[config.mk]
export PLATFORM = sky130hd
export DESIGN_NAME = ccid_response_deframer
export DESIGN_NICKNAME = d
export VERILOG_FILES = /design/src/sv/crd_pkg.sv /design/src/sv/ccid_response_deframer.sv /design/src/sv/crd_in_reg.sv /design/src/sv/crd_parser.sv /design/src/sv/crd_out_reg.sv
export SDC_FILE = /design/constraint.sdc
export NUM_CORES = 1
export LEC_CHECK = 0
export BUFFER_PORTS_ARGS = -buffer_cell sky130_fd_sc_hd__buf_2
export CAP_MARGIN = 20
export CORE_UTILIZATION = 40
export DETAILED_ROUTE_END_ITERATION = 10
export PLACE_DENSITY_LB_ADDON = 0.08
export SETUP_SLACK_MARGIN = 0.5
export SYNTH_ARGS = -nofsm -noshare
export SYNTH_HDL_FRONTEND = slang
export SYNTH_SLANG_ARGS = --single-unit
[constraint.sdc]
create_clock -name clk -period 10.88 [get_ports clk]
set_input_delay 0.544 -clock clk [delete_from_list [all_inputs] [get_ports clk]]
set_output_delay 0.544 -clock clk [all_outputs]
set_load 0.1 [all_outputs]
[src/sv/crd_pkg.sv]
// ----------------------------------------------------------------------------
// crd_pkg
// Types, constants and the error-byte map for the reader response deframer.
// ----------------------------------------------------------------------------
package crd_pkg;

  localparam int MAX_MSG_BYTES = 512;
  localparam int POS_W         = $clog2(MAX_MSG_BYTES + 1);
  localparam int LEN_W         = 32;

  // header byte positions
  localparam logic [POS_W-1:0] POS_TYPE   = POS_W'(0);
  localparam logic [POS_W-1:0] POS_LEN0   = POS_W'(1);
  localparam logic [POS_W-1:0] POS_LEN1   = POS_W'(2);
  localparam logic [POS_W-1:0] POS_LEN2   = POS_W'(3);
  localparam logic [POS_W-1:0] POS_LEN3   = POS_W'(4);
  localparam logic [POS_W-1:0] POS_SLOT   = POS_W'(5);
  localparam logic [POS_W-1:0] POS_SEQ    = POS_W'(6);
  localparam logic [POS_W-1:0] POS_STATUS = POS_W'(7);
  localparam logic [POS_W-1:0] POS_ERROR  = POS_W'(8);
  localparam logic [POS_W-1:0] POS_RSVD   = POS_W'(9);
  localparam logic [POS_W-1:0] HDR_BYTES  = POS_W'(10);
  localparam logic [POS_W-1:0] POS_MAX    = POS_W'(MAX_MSG_BYTES);

  // command status field, bits 7:6 of the status byte
  localparam logic [1:0] CMD_OK        = 2'd0;
  localparam logic [1:0] CMD_MORE_TIME = 2'd2;

  typedef enum logic [3:0] {
    ST_OK           = 4'd0,
    ST_GENERIC      = 4'd1,
    ST_NO_CARD      = 4'd2,
    ST_COMM         = 4'd3,
    ST_NO_ATR       = 4'd4,
    ST_INCOMPATIBLE = 4'd5,
    ST_INVALID_ARG  = 4'd6,
    ST_BUSY         = 4'd7,
    ST_USER_TIMEOUT = 4'd8,
    ST_USER_ABORT   = 4'd9,
    ST_UNSUPPORTED  = 4'd10,
    ST_BAD_SLOT     = 4'd11,
    ST_BUF_SMALL    = 4'd12,
    ST_WRONG_TYPE   = 4'd13
  } status_t;

  // reader error bytes
  localparam logic [7:0] ERR_NO_CARD    = 8'hFE;
  localparam logic [7:0] ERR_COMM_A     = 8'hFD;
  localparam logic [7:0] ERR_COMM_B     = 8'hFC;
  localparam logic [7:0] ERR_ATR_A      = 8'hF8;
  localparam logic [7:0] ERR_ATR_B      = 8'hF7;
  localparam logic [7:0] ERR_PROTO_A    = 8'hF6;
  localparam logic [7:0] ERR_PROTO_B    = 8'hF5;
  localparam logic [7:0] ERR_INV_ARG    = 8'hF4;
  localparam logic [7:0] ERR_BUSY_A     = 8'hF2;
  localparam logic [7:0] ERR_BUSY_B     = 8'hE0;
  localparam logic [7:0] ERR_TIMEOUT    = 8'hF0;
  localparam logic [7:0] ERR_ABORT      = 8'hEF;
  localparam logic [7:0] ERR_UNSUPP     = 8'h00;
  localparam logic [7:0] ERR_SLOT       = 8'h05;

  typedef struct packed {
    logic [7:0]  rx_byte;
    logic        last_byte;
    logic [7:0]  expected_slot;
    logic [7:0]  expected_seq;
    logic [7:0]  expected_type;
    logic [15:0] out_capacity;
  } crd_in_t;

  typedef struct packed {
    logic [7:0]  out_byte;
    logic        byte_valid;
    logic        done_res;
    logic [3:0]  status_code;
    logic [15:0] data_count;
  } crd_out_t;

  function automatic status_t map_error(input logic [7:0] e);
    status_t s;
    case (e)
      ERR_NO_CARD:              s = ST_NO_CARD;
      ERR_COMM_A, ERR_COMM_B:   s = ST_COMM;
      ERR_ATR_A, ERR_ATR_B:     s = ST_NO_ATR;
      ERR_PROTO_A, ERR_PROTO_B: s = ST_INCOMPATIBLE;
      ERR_INV_ARG:              s = ST_INVALID_ARG;
      ERR_BUSY_A, ERR_BUSY_B:   s = ST_BUSY;
      ERR_TIMEOUT:              s = ST_USER_TIMEOUT;
      ERR_ABORT:                s = ST_USER_ABORT;
      ERR_UNSUPP:               s = ST_UNSUPPORTED;
      ERR_SLOT:                 s = ST_BAD_SLOT;
      default:                  s = ST_GENERIC;
    endcase
    return s;
  endfunction

endpackage

[src/sv/ccid_response_deframer.sv]
// ----------------------------------------------------------------------------
// ccid_response_deframer
// Parses reader response messages byte by byte, forwards payload, closes each
// exchange with a status code; more-time and foreign OK replies get none.
// ----------------------------------------------------------------------------
// Path: a byte is registered in the input reg, its result in the result reg.
// Throughput: one byte per cycle while the receiver does not stall; the
// header/payload decision is single pass.
// A byte waits in the input reg while a stalled result holds the result reg.
// Reset (rst, synchronous): clears position, header fields and both stages.
module ccid_response_deframer (
  input  logic             clk,
  input  logic             rst,
  input  logic             msg_valid,
  output logic             msg_stall,
  input  crd_pkg::crd_in_t  msg,
  output logic             res_valid,
  input  logic             res_stall,
  output crd_pkg::crd_out_t res
);
  import crd_pkg::*;

  logic     held_valid;
  crd_in_t  held;
  logic     free;
  logic     step;
  logic     has_res;
  crd_out_t parsed;

  assign step = held_valid && free;

  crd_in_reg u_in (
    .clk       (clk),
    .rst       (rst),
    .msg_valid (msg_valid),
    .msg_stall (msg_stall),
    .msg       (msg),
    .held_valid(held_valid),
    .held      (held),
    .take      (step)
  );

  crd_parser u_parse (
    .clk    (clk),
    .rst    (rst),
    .step   (step),
    .item   (held),
    .has_res(has_res),
    .res    (parsed)
  );

  crd_out_reg u_out (
    .clk      (clk),
    .rst      (rst),
    .load     (step && has_res),
    .d        (parsed),
    .free     (free),
    .res_valid(res_valid),
    .res_stall(res_stall),
    .res      (res)
  );

endmodule

[src/sv/crd_in_reg.sv]
// ----------------------------------------------------------------------------
// crd_in_reg
// Input register stage; holds one item until the parser takes it.
// ----------------------------------------------------------------------------
module crd_in_reg (
  input  logic            clk,
  input  logic            rst,
  input  logic            msg_valid,
  output logic            msg_stall,
  input  crd_pkg::crd_in_t msg,
  output logic            held_valid,
  output crd_pkg::crd_in_t held,
  input  logic            take
);
  import crd_pkg::*;

  logic load;

  assign load      = !held_valid || take;
  assign msg_stall = !load;

  always_ff @(posedge clk) begin
    if (rst) begin
      held_valid <= 1'b0;
    end else if (load) begin
      held_valid <= msg_valid;
    end
  end

  always_ff @(posedge clk) begin
    if (load && msg_valid) begin
      held <= msg;
    end
  end

endmodule

[src/sv/crd_parser.sv]
// ----------------------------------------------------------------------------
// crd_parser
// Header capture, payload forwarding and closing status for one byte.
// ----------------------------------------------------------------------------
module crd_parser (
  input  logic             clk,
  input  logic             rst,
  input  logic             step,
  input  crd_pkg::crd_in_t  item,
  output logic             has_res,
  output crd_pkg::crd_out_t res
);
  import crd_pkg::*;

  logic [POS_W-1:0] pos, pos_next;
  logic [7:0]       hdr_type, hdr_type_next;
  logic [LEN_W-1:0] plen, plen_next;
  logic [7:0]       hdr_slot, hdr_slot_next;
  logic [7:0]       hdr_seq, hdr_seq_next;
  logic [7:0]       stat, stat_next;
  logic [7:0]       err, err_next;
  logic             fwd, fwd_next;

  logic             vld, done;
  logic [7:0]       ob;
  status_t          code;
  logic [15:0]      count;
  logic [1:0]       cmd;
  logic             match, type_ok;
  logic [LEN_W:0]   need;
  logic [POS_W-1:0] pay_idx;

  always_comb begin
    pos_next      = pos;
    hdr_type_next = hdr_type;
    plen_next     = plen;
    hdr_slot_next = hdr_slot;
    hdr_seq_next  = hdr_seq;
    stat_next     = stat;
    err_next      = err;
    fwd_next      = fwd;
    vld           = 1'b0;
    ob            = 8'd0;
    pay_idx       = pos - HDR_BYTES;

    if (pos < POS_MAX) begin
      case (pos)
        POS_TYPE: begin
          hdr_type_next = item.rx_byte;
          fwd_next      = 1'b0;
        end
        POS_LEN0:   plen_next        = {24'd0, item.rx_byte};
        POS_LEN1:   plen_next[15:8]  = item.rx_byte;
        POS_LEN2:   plen_next[23:16] = item.rx_byte;
        POS_LEN3:   plen_next[31:24] = item.rx_byte;
        POS_SLOT:   hdr_slot_next    = item.rx_byte;
        POS_SEQ:    hdr_seq_next     = item.rx_byte;
        POS_STATUS: stat_next        = item.rx_byte;
        POS_ERROR:  err_next         = item.rx_byte;
        POS_RSVD: begin
          fwd_next = (stat[7:6] == CMD_OK) && (hdr_slot == item.expected_slot) &&
                     (hdr_seq == item.expected_seq) &&
                     ((item.expected_type == 8'd0) || (hdr_type == item.expected_type)) &&
                     (plen != '0) && ({16'd0, item.out_capacity} >= plen);
        end
        default: begin
          if (fwd && ({{(LEN_W-POS_W){1'b0}}, pay_idx} < plen)) begin
            vld = 1'b1;
            ob  = item.rx_byte;
          end
        end
      endcase
      pos_next = pos + POS_W'(1);
    end

    // closing decision on the updated header
    cmd     = stat_next[7:6];
    match   = (hdr_slot_next == item.expected_slot) && (hdr_seq_next == item.expected_seq);
    type_ok = (item.expected_type == 8'd0) || (hdr_type_next == item.expected_type);
    need    = {1'b0, plen_next} + (LEN_W+1)'(HDR_BYTES);
    done    = 1'b0;
    code    = ST_OK;
    count   = 16'd0;

    if (item.last_byte) begin
      if (pos_next < POS_RSVD) begin
        done = 1'b1;
        code = ST_GENERIC;
      end else if (cmd == CMD_MORE_TIME) begin
        done = 1'b0;
      end else if (cmd != CMD_OK) begin
        done = 1'b1;
        code = map_error(err_next);
      end else if (!match) begin
        done = 1'b0;                    // foreign message, dropped
      end else if (!type_ok) begin
        done = 1'b1;
        code = ST_WRONG_TYPE;
      end else if (plen_next == '0) begin
        done = 1'b1;
      end else if ({{(LEN_W+1-POS_W){1'b0}}, pos_next} < need) begin
        done = 1'b1;
        code = ST_BUF_SMALL;            // truncated
      end else if ({16'd0, item.out_capacity} < plen_next) begin
        done = 1'b1;
        code = ST_BUF_SMALL;
      end else begin
        done  = 1'b1;
        count = plen_next[15:0];
      end
      pos_next = '0;
      fwd_next = 1'b0;
    end

    has_res         = vld || done;
    res.out_byte    = ob;
    res.byte_valid  = vld;
    res.done_res    = done;
    res.status_code = code;
    res.data_count  = count;
  end

  always_ff @(posedge clk) begin
    if (rst) begin
      pos      <= '0;
      hdr_type <= '0;
      plen     <= '0;
      hdr_slot <= '0;
      hdr_seq  <= '0;
      stat     <= '0;
      err      <= '0;
      fwd      <= 1'b0;
    end else if (step) begin
      pos      <= pos_next;
      hdr_type <= hdr_type_next;
      plen     <= plen_next;
      hdr_slot <= hdr_slot_next;
      hdr_seq  <= hdr_seq_next;
      stat     <= stat_next;
      err      <= err_next;
      fwd      <= fwd_next;
    end
  end

endmodule

[src/sv/crd_out_reg.sv]
// ----------------------------------------------------------------------------
// crd_out_reg
// Result register; loads a new item whenever it is empty or being drained.
// ----------------------------------------------------------------------------
module crd_out_reg (
  input  logic             clk,
  input  logic             rst,
  input  logic             load,
  input  crd_pkg::crd_out_t d,
  output logic             free,
  output logic             res_valid,
  input  logic             res_stall,
  output crd_pkg::crd_out_t res
);
  import crd_pkg::*;

  assign free = !res_valid || !res_stall;

  always_ff @(posedge clk) begin
    if (rst) begin
      res_valid <= 1'b0;
    end else if (free) begin
      res_valid <= load;
    end
  end

  always_ff @(posedge clk) begin
    if (free && load) begin
      res <= d;
    end
  end

endmodule

==> flow_summary.yaml <==
place:
  io_buffers: 84
  place_hpwl_um: 16300
  routabilityCongestion: 0.898
  dp.cells: 1276
  dp_worst_setup_slack_ns: 5.52
sta:
  worst_slack_ns: 5.48
  worst_pin_slew_ns: 1.01
  finClkSkew_ns: 0.0106
  tns_ns: 0
  relSlewSlack: 0.322
  fin_crit_sh: 0.496
  fin_crit_ns: 5.40
  setup_viol: 0
  fmax_mhz: 185
  grt_setup_unrepaired: "false"
  hold_viol: 0
  drv_slew: 0
logic_synthesis:
  synth_top_cell_area_share: 0.261
  synthCells: 951
  yosys.area.top_type: "edfxtp_1"
  synth_edf_count: 79
  synthFlopType: "edfxtp_1"
  ys_types: 67
  synthMuxAreaShare: 0.0475
  synth-xor-area-share: 0.0646
  synth.area.top_cells: "edfxtp_1 26%, dfxtp_1 17%, ha_1 7.6%, nor2_1 4.4%, xnor2_1 4.2%"
  synth-simple-area-share: 0.191
  yosysSeqAreaShare: 0.435
  synth_seq_cells: 158
  yosys_warnings: 0
  synth-compound-area-share: 0.146
  synth.cell_area_um2: 9080
  synth_top_family_by_area: "simple AND/OR/NAND/NOR gates"
  synthAdderAreaFrac: 0.0769
  avgSynthCellArea_um2: 9.55
  synth-async-reset-ratio: 0
worst_setup_path:
  timing.rr.start: "u_parse.pos[9]$_SDFFE_PP0P_"
  worstPathMaxFanout: 25
  arrival_ns: 5.68
  crit_slowest_cell: "dfxtp_1"
  critPathMaxStageDelay_ns: 0.88
  start_kind: "register"
  path_cells: "nor2_1 -> nand4_1 -> buf_4 -> mux2i_1 -> inv_1 -> ha_1 -> inv_1 -> a21oi_1 -> mux2i_1 -> nor2_1 -> xor2_1 -> ha_1 -> and3_1 -> nand4_1 -> a221oi_1 -> and4bb_1 -> or3b_1 -> nor2b_1"
  setup.worst_path.end_class: "register"
  critPathKind: "reg2reg"
  required_ns: 11.17
  startpoint: "u_parse.pos[9]$_SDFFE_PP0P_"
floorplanning:
  die_area_um2: 23300
  start_util: 0.412
  rows: 54
  ios: 85
  core_um2: 22000
  fp.dieH_um: 153
  die_x_um: 153
cells_and_area:
  antenna_cells: 0
  final_common_cell: "nor2_1"
  post-route-util: 0.468
  num-nets-final: 1123
  final_cell_mix: "105 x nor2_1, 88 x nand2_1, 84 x buf_2"
  final_cells: 1308
  layout-drive-gt1-share: 0.158
  area_growth_pct: 13.4
global_routing:
  grt_pass1_vias: 6727
  use_met3: 0.0392
  grt_most_used_layer: "met2"
  overflow: 0
  antenna_found_initial: 0
  use_met2: 0.332
  grt_pass1_wl_um: 37800
  track_usage: 0.209
  use_met1: 0.288
  grt_max_degree: 81
cts:
  clkLatencyLatePin_ns: 0.43
  cts_max_level: 4
  hold_buffers: 0
  cts_tree: "done"
  cts.clk_slew.worst_paths_ns: 0.07
  clkSinkCount: 158
  cts_resized: 0
  post-cts-setup-buffers: 0
  ctsRootBufferMaster: "clkbuf_16"
  clock_tree.buffer_depth: 2
  cts_buffers: 17
flow_run:
  maxCapViolCount: 0
pwr:
  leakage_uw: 0.00395
  irDropWorstVdd_mv: 0.0716
  total_power_uw: 1470
  power.density_nw_per_um2: 143
status:
  failed_checks: "design-rule violations"
  status: "finished with violations"
detailed_routing:
  via_count: 7126
  route.detailed.drc: 2
  avgViaCountPerCell: 5.45
  dr.pass1.iters: 10
  wire_per_inst_um: 18.2
  drt_wl_total_um: 23800
  ant_nets: 0
  drt_iter0_drc: 545
hold_path:
  min-delay-start: "msg[15]"
  hold_class: "in2reg"
report_power, final:
group	switching, µW	total (µW)	internal [µW]
Combinational	130	201	70.4
Sequential	23.0	673	650
Clock	277	598	321
Total	430	1470	1040
critical path: cells and delay by family (launching register included):
family	cells	cell delay, ns
multiplexers	2	0.82
flip-flops	1	0.88
buffers and inverters	3	0.50
AO/OA/AOI/OAI	2	0.32
XOR/XNOR	1	0.17
AND/OR/NAND/NOR	8	2.03
adder cells (fa/ha/maj)	2	0.53
path summary, 6_finish.rpt:
path | to | slack, ns | cells past startpoint
max | u_out.res[0]$_SDFFCE_PP0P_ | 5.48 | 18
min | u_in.held[15]$_DFFE_PP_ | 0.28 | 1
max reg2reg | u_out.res[0]$_SDFFCE_PP0P_ | 5.48 | 18
min reg2reg | u_parse.hdr_seq[5]$_SDFFE_PP0P_ | 0.48 | 2
sequential cells by signal, indices dropped and copies added, names as in the netlist:
| signal | flops |
|---|---|
| u_in.held | 49 |
| u_parse.plen | 32 |
| u_out.res | 30 |
| u_parse.pos | 10 |
| u_parse.err | 8 |
| u_parse.hdr_seq | 8 |
| u_parse.hdr_slot | 8 |
| u_parse.hdr_type | 8 |
| u_parse.stat | 2 |
| u_in.held_valid | 1 |
| u_out.res_valid | 1 |
| u_parse.fwd | 1 |
cells by family after synthesis:
group                    after synthesis
flip-flops                           158
buffers and inverters                 82
adder cells (fa/ha/maj)               56
multiplexers                          42
AND/OR/NAND/NOR                      345
AO/OA/AOI/OAI                        200
XOR/XNOR                              67
other                                  1
layout make-up:
class / instances / area [µm²]
clock buffer: 19 / 464
clock inverter: 13 / 121
fill: 2127 / 11700
inverter: 30 / 113
multi-input combinational: 715 / 4810
sequential: 158 / 3950
tap: 280 / 350
timing repair buffer: 93 / 488
stage by stage:
step                area [µm²]  hold slack [ns]
floorplan                 9100            0.444
global placement          9720            0.456
detailed placement        9720            0.469
CTS                      10300            0.262
global route             10300            0.258
finish                   10300            0.280
synthesized netlist by cell type (4+ instances only):
| cell | n |
|---|---|
| nor2_1 | 106 |
| nand2_1 | 88 |
| dfxtp_1 | 79 |
| edfxtp_1 | 79 |
| a21oi_1 | 63 |
| ha_1 | 55 |
| xnor2_1 | 44 |
| clkbuf_1 | 39 |
| mux2i_1 | 33 |
| a211oi_1 | 31 |
| inv_1 | 30 |
| o21ai_0 | 30 |
| a22oi_1 | 26 |
| nand4_1 | 26 |
| xor2_1 | 23 |
| nor2b_1 | 17 |
| nor4_1 | 15 |
| and2_1 | 14 |
| nor3_1 | 13 |
| a21o_1 | 12 |
| nand2b_1 | 11 |
| nand3_1 | 11 |
| nor2_2 | 10 |
| mux2_2 | 9 |
| a31oi_1 | 6 |
| and3_1 | 5 |
| a22oi_2 | 4 |
| buf_2 | 4 |
| nand3b_1 | 4 |
| o22ai_1 | 4 |
layer usage:
metal  wire (µm)  vias to the layer above
met5           0                        -
met1       11300                     3326
met3        1070                       24
li1            -                     3579
met2       11000                      197
met4         386                        0
Note: power is estimated with default switching activity, not from simulation.
